`config.mk`:
```
export PLATFORM = sky130hd
export DESIGN_NAME = bptc_front
export DESIGN_NICKNAME = d
export VERILOG_FILES = /design/src/rtl/core/bptc_pkg.sv /design/src/rtl/core/bptc_front.sv
export SDC_FILE = /design/constraint.sdc
export NUM_CORES = 1
export LEC_CHECK = 0
export ABC_AREA = 1
export BUFFER_PORTS_ARGS = -buffer_cell sky130_fd_sc_hd__buf_2
export CORE_ASPECT_RATIO = 0.6
export CORE_MARGIN = 10
export CORE_UTILIZATION = 38
export CTS_CLUSTER_SIZE = 25
export DETAILED_ROUTE_END_ITERATION = 10
export GPL_TIMING_DRIVEN = 0
export HOLD_SLACK_MARGIN = 0.03
export PLACE_DENSITY = 0.69
export SYNTH_ARGS = -nofsm -noshare
export SYNTH_HDL_FRONTEND = slang
export SYNTH_SLANG_ARGS = --single-unit
```
`constraint.sdc`:
```
create_clock -name clk -period 4.3 [get_ports clk]
set_clock_uncertainty 0.15 [all_clocks]
set_input_delay 0.86 -clock clk [delete_from_list [all_inputs] [get_ports clk]]
set_output_delay 0.86 -clock clk [all_outputs]
set_load 0.005 [all_outputs]
```
`src/rtl/core/bptc_pkg.sv`:
```
// ----------------------------------------------------------------------------
// bptc_pkg
// Shared types and constants of the barometer compensation block.
// ----------------------------------------------------------------------------
package bptc_pkg;

  localparam int unsigned NUM_REGS = 6;

  localparam logic [2:0] REG_T1_T2 = 3'd0;
  localparam logic [2:0] REG_T3_P1 = 3'd1;
  localparam logic [2:0] REG_P2_P3 = 3'd2;
  localparam logic [2:0] REG_P4_P5 = 3'd3;
  localparam logic [2:0] REG_P6_P7 = 3'd4;
  localparam logic [2:0] REG_P8_P9 = 3'd5;

  localparam logic [63:0] T_OFFSET   = 64'd128000;
  localparam logic [63:0] P_BASE     = 64'd1048576;
  localparam logic [63:0] P_SCALE    = 64'd3125;
  localparam logic [63:0] P1_BIAS    = 64'h0000_8000_0000_0000;
  localparam logic [63:0] TEMP_MUL   = 64'd5;
  localparam logic [31:0] TEMP_ROUND = 32'd128;

  typedef struct packed {
    logic [31:0] t1_t2;
    logic [31:0] t3_p1;
    logic [31:0] p2_p3;
    logic [31:0] p4_p5;
    logic [31:0] p6_p7;
    logic [31:0] p8_p9;
  } coef_t;

  typedef struct packed {
    logic [19:0] raw_pressure;
    logic [19:0] raw_temperature;
  } sample_t;

  typedef enum logic [2:0] {
    S_IDLE,
    S_ISSUE,
    S_MWAIT,
    S_DIV,
    S_DWAIT,
    S_OUT
  } state_t;

  typedef enum logic [3:0] {
    OP_TV1,
    OP_DSQ,
    OP_TV2,
    OP_TEMP,
    OP_SQ,
    OP_V2A,
    OP_V2B,
    OP_UA,
    OP_UB,
    OP_VD,
    OP_NUM,
    OP_W,
    OP_PV1,
    OP_PV2
  } op_t;

endpackage

```
`src/rtl/core/bptc_front.sv`:
```
// ----------------------------------------------------------------------------
// bptc_front
// Coefficient registers, input acceptance and a two-entry request queue.
// ----------------------------------------------------------------------------
module bptc_front import bptc_pkg::*; (
  input  logic        clk,
  input  logic        rst,
  input  logic        s_axis_tvalid,
  output logic        s_axis_tready,
  input  logic [39:0] s_axis_tdata,   // raw_temperature[19:0], raw_pressure[39:20]
  input  logic        psel,
  input  logic        penable,
  input  logic        pwrite,
  input  logic [4:0]  paddr,
  input  logic [31:0] pwdata,
  output logic [31:0] prdata,
  output logic        pready,
  output coef_t       coef,
  output logic        q_valid,
  input  logic        q_ready,
  output sample_t     q_data
);

  sample_t    mem [2];
  logic       wr_ptr;
  logic       rd_ptr;
  logic [1:0] count;
  logic       push;
  logic       pop;
  logic       wr_en;

  assign pready        = 1'b1;
  assign s_axis_tready = (count != 2'd2);
  assign push          = s_axis_tvalid && s_axis_tready;
  assign q_valid       = (count != 2'd0);
  assign pop           = q_valid && q_ready;
  assign q_data        = mem[rd_ptr];
  assign wr_en         = psel && penable && pwrite && pready;

  always_ff @(posedge clk) begin
    if (push) begin
      mem[wr_ptr] <= sample_t'(s_axis_tdata);
    end
  end

  always_ff @(posedge clk) begin
    if (rst) begin
      wr_ptr <= 1'b0;
      rd_ptr <= 1'b0;
      count  <= 2'd0;
    end else begin
      if (push) wr_ptr <= ~wr_ptr;
      if (pop)  rd_ptr <= ~rd_ptr;
      count <= count + {1'b0, push} - {1'b0, pop};
    end
  end

  always_ff @(posedge clk) begin
    if (rst) begin
      coef <= '0;
    end else if (wr_en) begin
      unique case (paddr[4:2])
        REG_T1_T2: coef.t1_t2 <= pwdata;
        REG_T3_P1: coef.t3_p1 <= pwdata;
        REG_P2_P3: coef.p2_p3 <= pwdata;
        REG_P4_P5: coef.p4_p5 <= pwdata;
        REG_P6_P7: coef.p6_p7 <= pwdata;
        REG_P8_P9: coef.p8_p9 <= pwdata;
        default: ;
      endcase
    end
  end

  always_comb begin
    unique case (paddr[4:2])
      REG_T1_T2: prdata = coef.t1_t2;
      REG_T3_P1: prdata = coef.t3_p1;
      REG_P2_P3: prdata = coef.p2_p3;
      REG_P4_P5: prdata = coef.p4_p5;
      REG_P6_P7: prdata = coef.p6_p7;
      REG_P8_P9: prdata = coef.p8_p9;
      default:   prdata = 32'd0;
    endcase
  end

endmodule

```
Word level (Yosys, flattened, before mapping)
Memories as Yosys holds them, arrays and structs flattened. A register that Yosys moved wholly into a read port is not among the register bits.
Cells that the tools add are included.
{"block": "classes", "bitwise": 2, "shift": 0, "n_reduce_logical": 12, "eq_ne": 6, "n_lt_le_gt_ge": 0, "mul": 0, "add_sub_neg": 2, "mux": 5, "div_mod_pow": 0}
{"op": "32-bit one-hot mux with 6 select lines", "count": 1}
{"op": "2-bit AND reduction", "count": 6}
{"op": "3-bit by 2-bit equality test with 1-bit output, second input constant", "count": 2}
{"op": "3-bit equality test, second input constant", "count": 2}
{"op": "1-bit logical AND", "count": 4}
{"op": "1-bit two-way mux", "count": 4}
{"op": "3-bit by 1-bit equality test with 1-bit output, second input constant", "count": 1}
{"op": "3-bit zero test", "count": 1}
{"op": "2-bit by 1-bit adder with 2-bit output", "count": 1}
{"op": "2-bit != test, second input constant", "count": 1}
{"op": "1-bit NOT", "count": 2}
{"op": "2-bit nonzero test", "count": 1}
{"op": "2-bit by 1-bit subtractor with 2-bit output", "count": 1}
{"block": "totals", "inputBits": 84, "ramBits": 80, "word_cells": 37, "out_inout_bits": 267, "reg_bits": 196, "latch_bits": 0, "mem_count": 1, "rom_bits": 0}
{"memory": "mem", "words": 2, "word_bits": 40, "read_ports": 1, "rd_ports_with_merged_regs": 1, "wr": 1, "line_no": "bptc_front.sv:24", "rtl": "sample_t mem [2];"}

Logic depth before layout (Yosys ltp)
{"block": "depth", "word_depth": 4, "ltp_mapped": 10, "depth_no_buf": 10}

Worst setup path before layout
No wires, ideal clock.
{"block": "synth_timing", "kind": "input to register", "from": "input port s_axis_tvalid", "to": "memory mem[1][0] (netlist name) (enable)", "required_ps": 3711, "n_path_buf": 0, "setup_ps": 439, "setup_slack_ps": 1051, "arrival_time_ps": 2660, "cell_stages": 2, "cell_sequence": "nand2_1 > nor2_1"}
{"block": "synth_via", "elab_chain_len": 3}
{"element": "start: declaration", "line_no": "bptc_front.sv:8", "rtl": "input logic s_axis_tvalid,"}
{"element": "1-bit logical AND", "line_no": "bptc_front.sv:34", "rtl": "assign push = s_axis_tvalid && s_axis_tready;"}
{"element": "1-bit two-way mux", "line_no": "bptc_front.sv:41", "rtl": "if (push) begin"}
{"element": "1-bit two-way mux (implied by the code)", "line_no": "bptc_front.sv:42", "rtl": "mem[wr_ptr] <= sample_t'(s_axis_tdata);"}
{"element": "end: declaration", "line_no": "bptc_front.sv:24"}
Every way passes these cells.

Worst setup path after layout
{"block": "layout_timing", "from": "input port paddr[2]", "to": "output port prdata[16]"}
{"block": "layout_via", "elab_chain_len": 2, "elab_cells_between_ends": 7, "cone_classes": "eq/ne (5); mux (1); reduce/logical (1)"}
{"element": "start: declaration", "line_no": "bptc_front.sv:14", "rtl": "input logic [4:0] paddr,"}
{"element": "3-bit equality test, or another cell as far along", "line_no": "bptc_front.sv:75", "rtl": "unique case (paddr[4:2])"}
{"element": "32-bit one-hot mux with 6 select lines *", "line_no": "bptc_front.sv:75"}
{"element": "end: declaration", "line_no": "bptc_front.sv:16", "rtl": "output logic [31:0] prdata,"}
Mark *: on every way between the ends. The rest lies on a longest branch, timed or not.

==> results.tsv <==
stage	metric	value	unit
sta	fin_tns_setup	0	ps
floorplanning	die_width	254	µm
clock_network	path_clk_slew	60	ps
sta	max_freq	270	MHz
critical_path	worstSetupStartpointType	primary input	
critical_path	arrival	2700	ps
synthesis	synth-simple-area-share	37.6	%
synthesis	synth.top_cell.area_share	31.7	%
synthesis	syn_area	12400	µm²
placement	place_area	14800	µm²
pwr	peakVddDrop	0.264	mV
detailed_routing	remaining_drc_errors	0	
synthesis	synth_xor_area_share	0.0704	%
grt	antenna_found_initial	0	
worst_hold_path	hold_depth	1	
worst_hold_path	hold_end	mem[0][29]	
sta	tightest_slew	891	ps
synthesis	synth_top_family_by_area	simple AND/OR/NAND/NOR gates	
synthesis	syn_nets	1738	
layout	nets	2115	
detailed_routing	dr.pass1.iters	7	
synthesis	syn_avg_cell_area	7.53	µm²
critical_path	r2r_end	mem[0][8]	
synthesis	yosysTopAreaCell	dfxtp_1	
grt	grt_usage	26.8	%
synthesis	synth-compound-area-share	0.865	%
layout	fillCellCount	3236	
pwr	powerDensity	417	nW/µm²
clock_network	cts.repair.resized	0	
floorplanning	die_h	160	µm
detailed_routing	vias_per_cell	5.40	
clock_network	clkLatencyLatePin	560	ps
detailed_routing	vias	13400	
critical_path	r2r_cells	5	
clock_network	root_buffer	clkbuf_16	
status	status	finished clean	
layout	syn_to_final_growth	26.7	%
critical_path	r2r-start	count[0]	
synthesis	synth-adder-area-share	0.201	%
synthesis	async_reset_ff_share	0	%
placement	numPortBuffers	345	
critical_path	crit_path_max_fanout	10	
synthesis	yosys-top-cells-area	dfxtp_1 32%, edfxtp_1 19%, nor2_1 13%	
sta	period_share	86.2	%
floorplanning	start_util	38.5	%
synthesis	synthMuxAreaShare	3.62	%
detailed_routing	drt-wirelength-per-cell	22.8	µm
critical_path	cp.required	3290	ps
flow_run	max_cap_viol_count	0	
layout	drive_gt1_share	25.5	%
detailed_routing	ant_nets	0	
grt	grt_pass1_vias	12100	
pwr	leakagePower	7.59	nW
layout	seqCellArea	6350	µm²
critical_path	r2r_slack	2440	ps
sta	setup_viol	0	
floorplanning	ios	351	
clock_network	cts_sinks	277	
synthesis	ys_seq_elements	277	
clock_network	ctsHtreeMaxLevel	1	
sta	rsz0062_at_grt	no	
clock_network	cts_hold_buf	0	
grt	grt_overflow_total	0	
detailed_routing	drtIter0Drc	1948	
synthesis	synth_most_common_cell	nor2_1	
grt	grt_pass1_wl	81.5	mm
sta	fin_crit	3710	ps
worst_hold_path	min_from	s_axis_tdata[29]	
layout	final_area	15800	µm²
clock_network	cts_setup_buffers	0	
floorplanning	core	32400	µm²
sta	final-hold-violation-count	0	
synthesis	ys.warnings.count	0	
critical_path	cp-end-kind	output pin	
worst_hold_path	hold_class	in2reg	
critical_path	setup.worst_path.class	in2out	
synthesis	synth_commonest_cells	443 x nor2_1, 402 x nand2_1, 197 x dfxtp_1	
clock_network	tritoncts	yes	
detailed_routing	wl	56.5	mm
placement	finalWeightedCongestion	1.00	
synthesis	synth_cell_type_count	25	
synthesis	synthCells	1652	
layout	multi_input_area	5290	µm²
grt	grt_max_degree	28	
floorplanning	die_area	40600	µm²
floorplanning	core.rowCount	51	
sta	slew_violations	0	
clock_network	clockBufferDepth	3	
clock_network	numCtsBuffers	28	
synthesis	yosys_most_used_dff	dfxtp_1	
synthesis	ys_seq_area_share	51.0	%
sta	maxSlewHeadroom	40.6	%
synthesis	synth-edff-count	80	
placement	hpwl	44.9	mm
layout	n_antenna_cell	0	
-- routing by layer --
| metal | track usage [%] | wire length, µm |
|---|---|---|
| met1 | 38.3 | 23700 |
| met2 | 37.5 | 22900 |
| met3 | 8.32 | 8040 |
| met4 | 8.02 | 1810 |
| met5 | 0 | 0 |
-- worst max-delay path by stage --
stage / from / endpoint / slack, ps
floorplan: s_axis_tvalid / mem[1][0] / 1050
global placement: s_axis_tvalid / mem[1][8] / -50
detailed placement: paddr[2] / prdata[16] / 760
CTS: paddr[2] / prdata[16] / 730
global route: paddr[2] / prdata[26] / 600
finish: paddr[2] / prdata[16] / 590
-- per-stage QoR --
stage               worst slack [ps]  instances  power, mW  hold slack, ps  utilization (%)
global route                     600       2475       6.79             314             48.7
detailed placement               760       2423       3.91             340             45.6
floorplan                       1050       1652       3.47             317                -
CTS                              732       2475       6.58             314             48.7
global placement               -47.3       2421       3.86             326             45.4
finish                           593       2475       6.57             332             48.7
-- registers in the layout (all words and copies together), names as in the netlist, named ones only --
signal / count
mem: 80
wr_ptr: 1
rd_ptr: 1
coef: 192
count: 2
-- report_power, final --
| group | leakage (nW) | internal, mW | switching [mW] |
|---|---|---|---|
| Clock | 0.502 | 1.62 | 1.09 |
| Combinational | 4.75 | 0.359 | 0.580 |
| Sequential | 2.34 | 2.86 | 0.0652 |
-- layout make-up --
class | count | area share (%)
plain buffers | 118 | 3.50
repair buffers | 347 | 11.2
clock inverters | 13 | 1.22
well taps | 424 | 3.37
inverters | 73 | 1.75
multi-input cells | 1184 | 33.5
clock buffers | 39 | 5.17
flip-flops and latches | 277 | 40.3
-- cells by family (layout without fill, tap and decap cells) --
group	Yosys count	count (layout)
adder cells (fa/ha/maj)	2	2
buffers and inverters	191	590
XOR/XNOR	1	1
AND/OR/NAND/NOR	1119	1119
AO/OA/AOI/OAI	21	21
flip-flops	277	277
other	1	1
multiplexers	40	40
-- cell usage in the layout (no fill, tap or decap) --
| cell type | Yosys | final |
|---|---|---|
| xor2_1 | 1 | 1 |
| nor2_1 | 443 | 441 |
| a21oi_1 | 20 | 20 |
| nor2_2 | 6 | 6 |
| clkbuf_8 | 0 | 5 |
| ha_1 | 2 | 2 |
| o21a_1 | 1 | 1 |
| inv_4 | 1 | 1 |
| mux2_2 | 40 | 40 |
| edfxtp_1 | 80 | 80 |
| conb_1 | 1 | 1 |
| buf_12 | 0 | 2 |
| bufinv_16 | 0 | 5 |
| buf_2 | 63 | 408 |
| clkbuf_1 | 25 | 29 |
| dfxtp_1 | 197 | 197 |
| nand3_2 | 2 | 2 |
| nor2_4 | 5 | 7 |
| inv_6 | 0 | 1 |
| nor3_1 | 1 | 1 |
| clkinv_1 | 1 | 2 |
| nand4_1 | 66 | 66 |
| buf_1 | 22 | 22 |
| buf_4 | 8 | 8 |
| or2_2 | 1 | 1 |
| clkbuf_2 | 0 | 1 |
| nand2_1 | 402 | 402 |
| clkbuf_16 | 0 | 29 |
| inv_1 | 69 | 69 |
| nand3_1 | 193 | 193 |
| inv_2 | 2 | 2 |
| clkinv_2 | 0 | 6 |
-- worst max-delay path: stages --
cell,delay [ps]
buf_4,170
buf_2,280
buf_1,550
nand4_1,180
nand2_1,260
nor2_1,160
nand2_1,90
buf_2,120
No activity file was read; power rests on OpenSTA's default activity.
