===== config.mk =====
export PLATFORM = sky130hd
export DESIGN_NAME = bptc_back
export DESIGN_NICKNAME = d
export VERILOG_FILES = /design/src/rtl/core/bptc_pkg.sv /design/src/rtl/core/bptc_mul.sv /design/src/rtl/core/bptc_div.sv /design/src/rtl/core/bptc_back.sv
export SDC_FILE = /design/constraint.sdc
export NUM_CORES = 2
export LEC_CHECK = 0
export BUFFER_PORTS_ARGS = -buffer_cell sky130_fd_sc_hd__clkbuf_2
export CAP_MARGIN = 20
export CORE_AREA = 2 2 400 699
export CTS_CLUSTER_SIZE = 25
export DETAILED_ROUTE_END_ITERATION = 8
export DIE_AREA = 0 0 402 701
export GPL_ROUTABILITY_DRIVEN = 0
export SYNTH_ARGS = -nofsm -noshare
export SYNTH_HDL_FRONTEND = slang
export SYNTH_SLANG_ARGS = --single-unit

===== constraint.sdc =====
create_clock -name clk -period 10.7 [get_ports clk]
set_input_delay 0.535 -clock clk [delete_from_list [all_inputs] [get_ports clk]]
set_output_delay 0.535 -clock clk [all_outputs]
set_load 0.01 [all_outputs]

===== src/rtl/core/bptc_pkg.sv =====
// ----------------------------------------------------------------------------
// bptc_pkg
// Shared types and constants of the barometer compensation block.
// ----------------------------------------------------------------------------
package bptc_pkg;

  localparam int unsigned NUM_REGS = 6;

  localparam logic [2:0] REG_T1_T2 = 3'd0;
  localparam logic [2:0] REG_T3_P1 = 3'd1;
  localparam logic [2:0] REG_P2_P3 = 3'd2;
  localparam logic [2:0] REG_P4_P5 = 3'd3;
  localparam logic [2:0] REG_P6_P7 = 3'd4;
  localparam logic [2:0] REG_P8_P9 = 3'd5;

  localparam logic [63:0] T_OFFSET   = 64'd128000;
  localparam logic [63:0] P_BASE     = 64'd1048576;
  localparam logic [63:0] P_SCALE    = 64'd3125;
  localparam logic [63:0] P1_BIAS    = 64'h0000_8000_0000_0000;
  localparam logic [63:0] TEMP_MUL   = 64'd5;
  localparam logic [31:0] TEMP_ROUND = 32'd128;

  typedef struct packed {
    logic [31:0] t1_t2;
    logic [31:0] t3_p1;
    logic [31:0] p2_p3;
    logic [31:0] p4_p5;
    logic [31:0] p6_p7;
    logic [31:0] p8_p9;
  } coef_t;

  typedef struct packed {
    logic [19:0] raw_pressure;
    logic [19:0] raw_temperature;
  } sample_t;

  typedef enum logic [2:0] {
    S_IDLE,
    S_ISSUE,
    S_MWAIT,
    S_DIV,
    S_DWAIT,
    S_OUT
  } state_t;

  typedef enum logic [3:0] {
    OP_TV1,
    OP_DSQ,
    OP_TV2,
    OP_TEMP,
    OP_SQ,
    OP_V2A,
    OP_V2B,
    OP_UA,
    OP_UB,
    OP_VD,
    OP_NUM,
    OP_W,
    OP_PV1,
    OP_PV2
  } op_t;

endpackage


===== src/rtl/core/bptc_mul.sv =====
// ----------------------------------------------------------------------------
// bptc_mul
// 64 x 64 multiplier, low 64 bits, from three 32 x 32 partial products.
// ----------------------------------------------------------------------------
module bptc_mul import bptc_pkg::*; (
  input  logic        clk,
  input  logic        rst,
  input  logic        start,
  input  logic [63:0] a,
  input  logic [63:0] b,
  output logic        done,
  output logic [63:0] prod
);

  logic [63:0] opa;
  logic [63:0] opb;
  logic [63:0] part;
  logic [1:0]  phase;
  logic        busy;
  logic [31:0] mx;
  logic [31:0] my;

  assign mx = (phase == 2'd2) ? opa[63:32] : opa[31:0];
  assign my = (phase == 2'd1) ? opb[63:32] : opb[31:0];

  always_ff @(posedge clk) begin
    if (start) begin
      opa <= a;
      opb <= b;
    end
    if (busy) begin
      part <= mx * my;
      unique case (phase)
        2'd0: ;
        2'd1: prod <= part;
        2'd2: prod <= prod + {part[31:0], 32'd0};
        2'd3: prod <= prod + {part[31:0], 32'd0};
      endcase
    end
  end

  always_ff @(posedge clk) begin
    if (rst) begin
      busy  <= 1'b0;
      phase <= 2'd0;
      done  <= 1'b0;
    end else begin
      done <= busy && (phase == 2'd3);
      if (start) begin
        busy  <= 1'b1;
        phase <= 2'd0;
      end else if (busy) begin
        phase <= phase + 2'd1;
        if (phase == 2'd3) busy <= 1'b0;
      end
    end
  end

endmodule


===== src/rtl/core/bptc_div.sv =====
// ----------------------------------------------------------------------------
// bptc_div
// Signed 64-bit divider, truncating, one quotient bit per cycle.
// ----------------------------------------------------------------------------
module bptc_div import bptc_pkg::*; (
  input  logic        clk,
  input  logic        rst,
  input  logic        start,
  input  logic [63:0] a,
  input  logic [63:0] b,
  output logic        done,
  output logic [63:0] q
);

  logic [63:0] dvs;
  logic [63:0] rem;
  logic [63:0] quo;
  logic [5:0]  cnt;
  logic        busy;
  logic        fin;
  logic        neg;
  logic [65:0] diff;

  assign diff = {1'b0, rem, quo[63]} - {2'd0, dvs};

  always_ff @(posedge clk) begin
    if (start) begin
      dvs <= b[63] ? (64'd0 - b) : b;
      quo <= a[63] ? (64'd0 - a) : a;
      rem <= 64'd0;
      neg <= a[63] ^ b[63];
    end else if (busy) begin
      if (!diff[65]) begin
        rem <= diff[63:0];
        quo <= {quo[62:0], 1'b1};
      end else begin
        rem <= {rem[62:0], quo[63]};
        quo <= {quo[62:0], 1'b0};
      end
    end
    if (fin) begin
      q <= neg ? (64'd0 - quo) : quo;
    end
  end

  always_ff @(posedge clk) begin
    if (rst) begin
      busy <= 1'b0;
      fin  <= 1'b0;
      done <= 1'b0;
      cnt  <= 6'd0;
    end else begin
      done <= fin;
      fin  <= busy && (cnt == 6'd63);
      if (start) begin
        busy <= 1'b1;
        cnt  <= 6'd0;
      end else if (busy) begin
        cnt <= cnt + 6'd1;
        if (cnt == 6'd63) busy <= 1'b0;
      end
    end
  end

endmodule


===== src/rtl/core/bptc_back.sv =====
// ----------------------------------------------------------------------------
// bptc_back
// Compensation sequencer over the shared multiplier and divider.
// ----------------------------------------------------------------------------
module bptc_back import bptc_pkg::*; (
  input  logic        clk,
  input  logic        rst,
  input  coef_t       coef,
  input  logic        q_valid,
  output logic        q_ready,
  input  sample_t     q_data,
  output logic        m_valid,
  input  logic        m_ready,
  output logic [95:0] m_data,
  output logic        m_user
);

  state_t      state, state_next;
  op_t         op, op_next;
  logic [19:0] adc_t;
  logic [19:0] adc_p;
  logic [31:0] tv1, fine, temp;
  logic [63:0] tmp, sq, v2, vd, dvd, pq, pv1, pfin;
  logic        mul_start, mul_done, div_start, div_done;
  logic [63:0] mul_a, mul_b, mul_p, div_q;
  logic [31:0] t1, t2, t3, a32, d32;
  logic [63:0] p1, p2, p3, p4, p5, p6, p7, p8, p9;
  logic [63:0] v1, num, psh;
  logic        err;

  assign t1  = {16'd0, coef.t1_t2[15:0]};
  assign t2  = {{16{coef.t1_t2[31]}}, coef.t1_t2[31:16]};
  assign t3  = {{16{coef.t3_p1[15]}}, coef.t3_p1[15:0]};
  assign p1  = {48'd0, coef.t3_p1[31:16]};
  assign p2  = {{48{coef.p2_p3[15]}}, coef.p2_p3[15:0]};
  assign p3  = {{48{coef.p2_p3[31]}}, coef.p2_p3[31:16]};
  assign p4  = {{48{coef.p4_p5[15]}}, coef.p4_p5[15:0]};
  assign p5  = {{48{coef.p4_p5[31]}}, coef.p4_p5[31:16]};
  assign p6  = {{48{coef.p6_p7[15]}}, coef.p6_p7[15:0]};
  assign p7  = {{48{coef.p6_p7[31]}}, coef.p6_p7[31:16]};
  assign p8  = {{48{coef.p8_p9[15]}}, coef.p8_p9[15:0]};
  assign p9  = {{48{coef.p8_p9[31]}}, coef.p8_p9[31:16]};

  assign a32 = {15'd0, adc_t[19:3]} - {t1[30:0], 1'b0};
  assign d32 = {16'd0, adc_t[19:4]} - t1;
  assign v1  = {{32{fine[31]}}, fine} - T_OFFSET;
  assign num = {(P_BASE[32:0] - {13'd0, adc_p}), 31'd0} - v2;
  assign psh = 64'($signed(pq) >>> 13);
  assign err = (vd == 64'd0);

  bptc_mul u_mul (
    .clk   (clk),
    .rst   (rst),
    .start (mul_start),
    .a     (mul_a),
    .b     (mul_b),
    .done  (mul_done),
    .prod  (mul_p)
  );

  bptc_div u_div (
    .clk   (clk),
    .rst   (rst),
    .start (div_start),
    .a     (dvd),
    .b     (vd),
    .done  (div_done),
    .q     (div_q)
  );

  always_comb begin
    unique case (op)
      OP_TV1:  begin mul_a = {32'd0, a32};       mul_b = {32'd0, t2}; end
      OP_DSQ:  begin mul_a = {32'd0, d32};       mul_b = {32'd0, d32}; end
      OP_TV2:  begin mul_a = {32'd0, tmp[31:0]}; mul_b = {32'd0, t3}; end
      OP_TEMP: begin mul_a = {32'd0, fine};      mul_b = TEMP_MUL; end
      OP_SQ:   begin mul_a = v1;                 mul_b = v1; end
      OP_V2A:  begin mul_a = sq;                 mul_b = p6; end
      OP_V2B:  begin mul_a = v1;                 mul_b = p5; end
      OP_UA:   begin mul_a = sq;                 mul_b = p3; end
      OP_UB:   begin mul_a = v1;                 mul_b = p2; end
      OP_VD:   begin mul_a = P1_BIAS + tmp;      mul_b = p1; end
      OP_NUM:  begin mul_a = num;                mul_b = P_SCALE; end
      OP_W:    begin mul_a = p9;                 mul_b = psh; end
      OP_PV1:  begin mul_a = tmp;                mul_b = psh; end
      OP_PV2:  begin mul_a = p8;                 mul_b = pq; end
      default: begin mul_a = 64'd0;              mul_b = 64'd0; end
    endcase
  end

  always_ff @(posedge clk) begin
    if (state == S_IDLE && q_valid) begin
      adc_t <= q_data.raw_temperature;
      adc_p <= q_data.raw_pressure;
    end
    if (div_done) pq <= div_q;
    if (mul_done) begin
      unique case (op)
        OP_TV1:  tv1  <= 32'($signed(mul_p[31:0]) >>> 11);
        OP_DSQ:  tmp  <= {32'd0, 32'($signed(mul_p[31:0]) >>> 12)};
        OP_TV2:  fine <= tv1 + 32'($signed(mul_p[31:0]) >>> 14);
        OP_TEMP: temp <= 32'($signed(mul_p[31:0] + TEMP_ROUND) >>> 8);
        OP_SQ:   sq   <= mul_p;
        OP_V2A:  v2   <= mul_p;
        OP_V2B:  v2   <= v2 + {mul_p[46:0], 17'd0} + {p4[28:0], 35'd0};
        OP_UA:   tmp  <= 64'($signed(mul_p) >>> 8);
        OP_UB:   tmp  <= tmp + {mul_p[51:0], 12'd0};
        OP_VD:   vd   <= 64'($signed(mul_p) >>> 33);
        OP_NUM:  dvd  <= mul_p;
        OP_W:    tmp  <= mul_p;
        OP_PV1:  pv1  <= 64'($signed(mul_p) >>> 25);
        OP_PV2:  pfin <= 64'($signed(pq + pv1 + 64'($signed(mul_p) >>> 19)) >>> 8)
                         + {p7[59:0], 4'd0};
        default: ;
      endcase
    end
    if (state == S_OUT && (!m_valid || m_ready)) begin
      m_data <= {(err ? 32'd0 : pfin[31:0]), fine, temp};
      m_user <= err;
    end
  end

  always_ff @(posedge clk) begin
    if (rst) begin
      state   <= S_IDLE;
      op      <= OP_TV1;
      m_valid <= 1'b0;
    end else begin
      state <= state_next;
      op    <= op_next;
      if (state == S_OUT && (!m_valid || m_ready)) begin
        m_valid <= 1'b1;
      end else if (m_ready) begin
        m_valid <= 1'b0;
      end
    end
  end

  always_comb begin
    state_next = state;
    op_next    = op;
    mul_start  = 1'b0;
    div_start  = 1'b0;
    q_ready    = 1'b0;
    unique case (state)
      S_IDLE: begin
        q_ready = 1'b1;
        if (q_valid) begin
          op_next    = OP_TV1;
          state_next = S_ISSUE;
        end
      end
      S_ISSUE: begin
        mul_start  = 1'b1;
        state_next = S_MWAIT;
      end
      S_MWAIT: begin
        if (mul_done) begin
          priority if (op == OP_PV2) begin
            state_next = S_OUT;
          end else if (op == OP_NUM) begin
            op_next    = OP_W;
            state_next = err ? S_OUT : S_DIV;
          end else begin
            op_next    = op_t'(op + 4'd1);
            state_next = S_ISSUE;
          end
        end
      end
      S_DIV: begin
        div_start  = 1'b1;
        state_next = S_DWAIT;
      end
      S_DWAIT: begin
        if (div_done) state_next = S_ISSUE;
      end
      S_OUT: begin
        if (!m_valid || m_ready) state_next = S_IDLE;
      end
      default: state_next = S_IDLE;
    endcase
  end

`ifndef SYNTH
  a_err_zero: assert property (@(posedge clk) disable iff (rst)
    m_valid && m_user |-> m_data[95:64] == 32'd0)
    else $error("pressure not cleared on divide error");
  a_mul_wait: assert property (@(posedge clk) disable iff (rst)
    mul_done |-> state == S_MWAIT)
    else $error("multiplier result outside wait state");
  a_div_wait: assert property (@(posedge clk) disable iff (rst)
    div_done |-> state == S_DWAIT && !err)
    else $error("divider result outside wait state");
`endif

endmodule


* Yosys cells after proc, flatten, opt, wreduce, memory -nomap -nowiden *
Index checks and enable logic that the tools add are counted.

storage, ports and cells
  register bits = 1150
  bits of input ports = 236
  output and inout bits = 99
  logic and storage cells = 159

cells by class
  $add $sub $neg = 22
  multipliers = 1
  equality and inequality tests = 27
  muxes and demuxes = 38
  bitwise operators = 1
  reduce and logical (&&, ||, !) cells = 34

operator list
  operator                                                                number
  64-bit one-hot mux with 13 select lines                                 1
  64-bit one-hot mux with 11 select lines                                 1
  64-bit 2-to-1 mux                                                       5
  64-bit adder                                                            4
  64-bit one-hot mux with 2 select lines                                  2
  64-bit one-hot mux with 4 select lines                                  1
  1-bit by 64-bit subtractor with 64-bit output (first input constant)    2
  40-bit adder                                                            2
  65-bit by 64-bit subtractor with 66-bit output                          1
  48-bit by 64-bit adder with 64-bit output (first input constant)        1
  64-bit logical NOT                                                      1
  32-bit by 32-bit multiplier with 64-bit output                          1
  32-bit 2-to-1 mux                                                       2
  64-bit subtractor                                                       1
  63-bit 2-to-1 mux                                                       1
  32-bit by 20-bit adder with 32-bit output                               1
  32-bit by 8-bit adder with 32-bit output (second input constant)        1
  1-bit by 31-bit subtractor with 32-bit output (first input constant)    1
  4-bit == test (second input constant)                                   6
  22-bit by 18-bit subtractor with 23-bit output (second input constant)  1
  21-bit by 18-bit adder with 22-bit output                               1
  2-bit AND reduction                                                     11
  21-bit by 20-bit subtractor with 22-bit output (first input constant)   1
  3-bit 2-to-1 mux                                                        7
  other kinds (31)                                                        67

* Longest topological paths before layout *
  depth after elaboration = 6
  mapped depth = 36
  gate-level depth less buffers = 32

* Hierarchy *
From an unflattened synthesis, not the netlist that was laid out.

unflattened totals
  cells, all modules = 9814
  area total of the unflattened synthesis = 98831.0 um^2

modules (own cells, without submodules)
  module     instances  cells each  area an instance (um^2)  seq. area each (um^2)
  bptc_mul   1          4399        43053.8                  7767.4
  bptc_back  1          3499        38293.0                  18327.6
  bptc_div   1          1916        17484.3                  7257.0

* Worst setup path before layout *
No wires, ideal clock.

  kind = flip-flop to flip-flop
  from = register u_mul.phase[0]
  to = register u_mul.part[45] (data pin)
  setup time = 259 ps
  arrival time = 8709 ps
  slack = 1732 ps
  cell stages (with the launch flop) = 30
  buffers on the path = 4
  period minus slack after synthesis = 8968 ps
  path through = dfxtp_1 > ha_1 > clkbuf_1 > buf_1 > mux2i_1 > clkbuf_1 > nor2_1 > fa_1 > fa_1 > inv_1 > fa_1 > fa_1 > inv_1 > fa_1 > fa_1 > fa_1 > fa_1 > ha_1 > clkbuf_1 > a21oi_1 > o21ai_0 > a211oi_1 > nor2b_1 > a221o_1 > or2_2 > o31a_1 > o21a_1 > o31ai_1 > a21oi_1 > xnor2_1

between the ends
  cells in the longest elaborated chain, start to end = 3

ends and longest elaborated chain
  item                                                                              line                            source
  start, declared                                                                   bptc_mul.sv:18                  logic [1:0] phase;
  start signal, assigned                                                            bptc_mul.sv:53                  phase <= phase + 2'd1;
  2-bit == test / 2-bit by 1-bit == test with 1-bit output (equally long branches)  bptc_mul.sv:23, bptc_mul.sv:24
  32-bit 2-to-1 mux (on tied branches)                                              bptc_mul.sv:23, bptc_mul.sv:24
  32-bit by 32-bit multiplier with 64-bit output *                                  bptc_mul.sv:32                  part <= mx * my;
  end signal, assigned                                                              bptc_mul.sv:32
  end, declared                                                                     bptc_mul.sv:17                  logic [63:0] part;

Mark *: on every way between the ends. The rest lies on a longest branch, timed or not.
A chain may end at the register's enable or synchronous reset.

* Worst setup path after layout *
  from = register u_mul.phase[0]
  to = register u_mul.part[49] (data pin)

Same word-level chain as after synthesis.

==> reports/results.txt <==
Outcome: complete, but fails checks
Failing checks: design-rule violations
Initial antenna violation count: 32
Number of vias per cell: 5.80
Clock Skews: 0.132 ns
CP Class: reg -> reg
Post-synth net total: 11300
Post-CTS Setup Repair Bufs: 0
Mapped Avg Cell Area: 10.1 µm²
Synthesis Warnings: 0
Die H: 701 µm
GR Util met2: 0.466
I/O pins: 335
Cell accounting for the most synthesized area: edfxtp_1
DRC: 7
Total Neg Setup Slack: 0 ns
Router iterations before antenna repair: 9
Cell family with most CP delay: adder cells
R2R setup slack: 0.81 ns
R2R Path End: u_mul.part[49]$_DFFE_PP_
Max cap viols: 0
Setup crit end kind: flip-flop
Hold Path End: pfin[5]$_DFFE_PP_
Die Width: 402 µm
First-pass GRT wire length: 563 mm
Hold depth: 2
Grt met3 use: 0.0704
Core Region: 276000 µm²
IO Port Bufs: 331
Overall global routing resource usage: 0.277
Top Usage Layer GRT: met2
Max stage delay on crit path: 0.81 ns
Main synth FF type: edfxtp_1
Seq/Total Area, Yosys: 0.337
Cts-stage hold buffer count: 37
Initial DRC Count: 8151
Grt met1 use: 0.260
Worst-Skew Late Latency: 0.85 ns
Hold Path Origin: coef[49]
Startpoint Class: flip-flop
Worst Setup SP: u_mul.phase[0]$_SDFFE_PP0P_
Final hold viol count: 0
Final critical-path share of the clock period: 0.924
Async SR Flop Fraction: 0
Number of H-tree levels: 3
Largest net degree at the start of global routing: 91
WL final: 394 mm
Rel. slew slack: 0.203
WHS: 0.141 ns
Num Clock Sinks: 1107
Die Area: 282000 µm²
Initial Util: 0.349
Commonest cells in the netlist: inv_1 (1078), edfxtp_1 (1022), fa_1 (969)
CP Data Required Time: 11.27 ns
RSZ-0062 raised after global routing: no
DP HPWL: 311 mm
Worst path most repeated cell: fa_1
Num CTS Buffers: 109
Synth Cell Area: 96200 µm²
Remaining global-route overflow: 0
Vias in the first global route: 81300
Top post-synthesis cells by area: edfxtp_1 (32%), fa_1 (20%), ha_1 (8.0%), inv_1 (4.2%), nand2_1 (3.7%)
Worst Path Arrival: 10.46 ns
Cell count after synthesis: 9491
Final #Nets: 11600
Share of cells above drive strength 1: 0.100
CTS resizes: 0
CTS Buffer Depth: 3
CTS Root Cell: clkbuf_16
Antenna Nets Post-Route: 0
Final setup viols: 0
Wire per inst: 29.1 µm
Worst Tran Pin Value: 1.19 ns
Site Rows: 255
Most common cell in the netlist: inv_1
Buf/Inv on CP: 8
Slowest-stage cell, CP: mux2i_2
EDFF count, synth: 1022
Fin. max-slew vios: 0
#FFs+latches synth: 1107
Worst-path fanout max: 46
Worst Hold Class: in -> reg
Tmin final: 9.89 ns
Clock-pin slew on the worst setup and hold paths: 0.07 ns
Filler Cell Count: 26900
Vias after detailed routing: 78500
Top-area cell type share of the netlist area: 0.319
CTS tree: done
R2R depth: 28
Layout area overhead: 11.7%
Fmax: 0.101 GHz
Synth unique cells: 88
R2r startpoint: u_mul.phase[0]$_SDFFE_PP0P_
==> metrics by stage <==
stage / setup WS, ns / utilization / std cells / instance area, µm²
after CTS: 0.986 / 0.389 / 13500 / 107000
after detailed placement: 1.00 / 0.374 / 13300 / 103000
after floorplan: 1.73 / - / 9491 / 96200
after global routing: 0.646 / 0.390 / 13500 / 107000
final: 0.813 / 0.390 / 13500 / 107000
after global placement: 1.05 / 0.374 / 13300 / 103000
==> how the worst max path moves through the flow <==
stage | to | slack [ns] | depth (start not counted)
global placement | u_mul.part[54]$_DFFE_PP_ | 1.05 | 28
floorplan | u_mul.part[45]$_DFFE_PP_ | 1.73 | 29
CTS | u_mul.part[54]$_DFFE_PP_ | 0.99 | 29
finish | u_mul.part[49]$_DFFE_PP_ | 0.81 | 28
global route | u_mul.part[49]$_DFFE_PP_ | 0.65 | 32
detailed placement | u_mul.part[54]$_DFFE_PP_ | 1.00 | 29
==> per-layer routing <==
metal	part of all wire	wire length, µm	vias to the layer above
met5	0.00065	255	-
li1	-	-	33300
met4	0.14	56300	14
met1	0.30	117000	38700
met2	0.47	186000	4547
met3	0.088	34600	1888
==> layout make-up <==
cell class | instances | area, µm² | area share
Multi-Input combinational cell | 6857 | 58400 | 0.543
Timing Repair Buffer | 662 | 4360 | 0.0406
Antenna cell | 26 | 65.1 | 0.000606
Sequential cell | 1107 | 32400 | 0.302
Tap cell | 3598 | 4500 | 0.0419
Inverter | 1079 | 4050 | 0.0377
Clock buffer | 122 | 2780 | 0.0258
Clock inverter | 78 | 893 | 0.00832
==> sequential cells by signal (all words and copies together), names as in the netlist, 39 cells and up <==
register,flops
dvd,64
m_data,78
pq,64
pv1,39
sq,64
tmp,64
u_div.q,64
u_div.quo,64
u_div.rem,64
u_mul.opa,64
u_mul.opb,64
u_mul.part,64
u_mul.prod,64
v2,64
==> cells by family (layout without fill, tap and decap cells) <==
group,count (synthesis),count (layout),synth area share
multiplexers,160,160,0.0176
AND/OR/NAND/NOR,2631,2631,0.122
adder cells (fa/ha/maj),1582,1582,0.281
XOR/XNOR,577,577,0.0525
other,1,27,0.0000390
flip-flops,1107,1107,0.337
AO/OA/AOI/OAI,1906,1906,0.130
buffers and inverters,1527,1941,0.0603
==> layout by cell type, fill, tap and decap left out, drive strengths merged, types with 82 or more instances in the layout <==
master	instances
fa	969
buf	291
nor3	88
xor2	217
dfxtp	85
o21ai	494
inv	1091
nor2	933
clkbuf	456
mux2i	85
ha	613
xnor2	360
a21o	186
nand4	82
nor2b	82
nand2	951
a21oi	469
edfxtp	1022
nand3	116
Power is not shown: default switching activity piles up to over one toggle a cycle in this logic, so the estimate is an artifact.
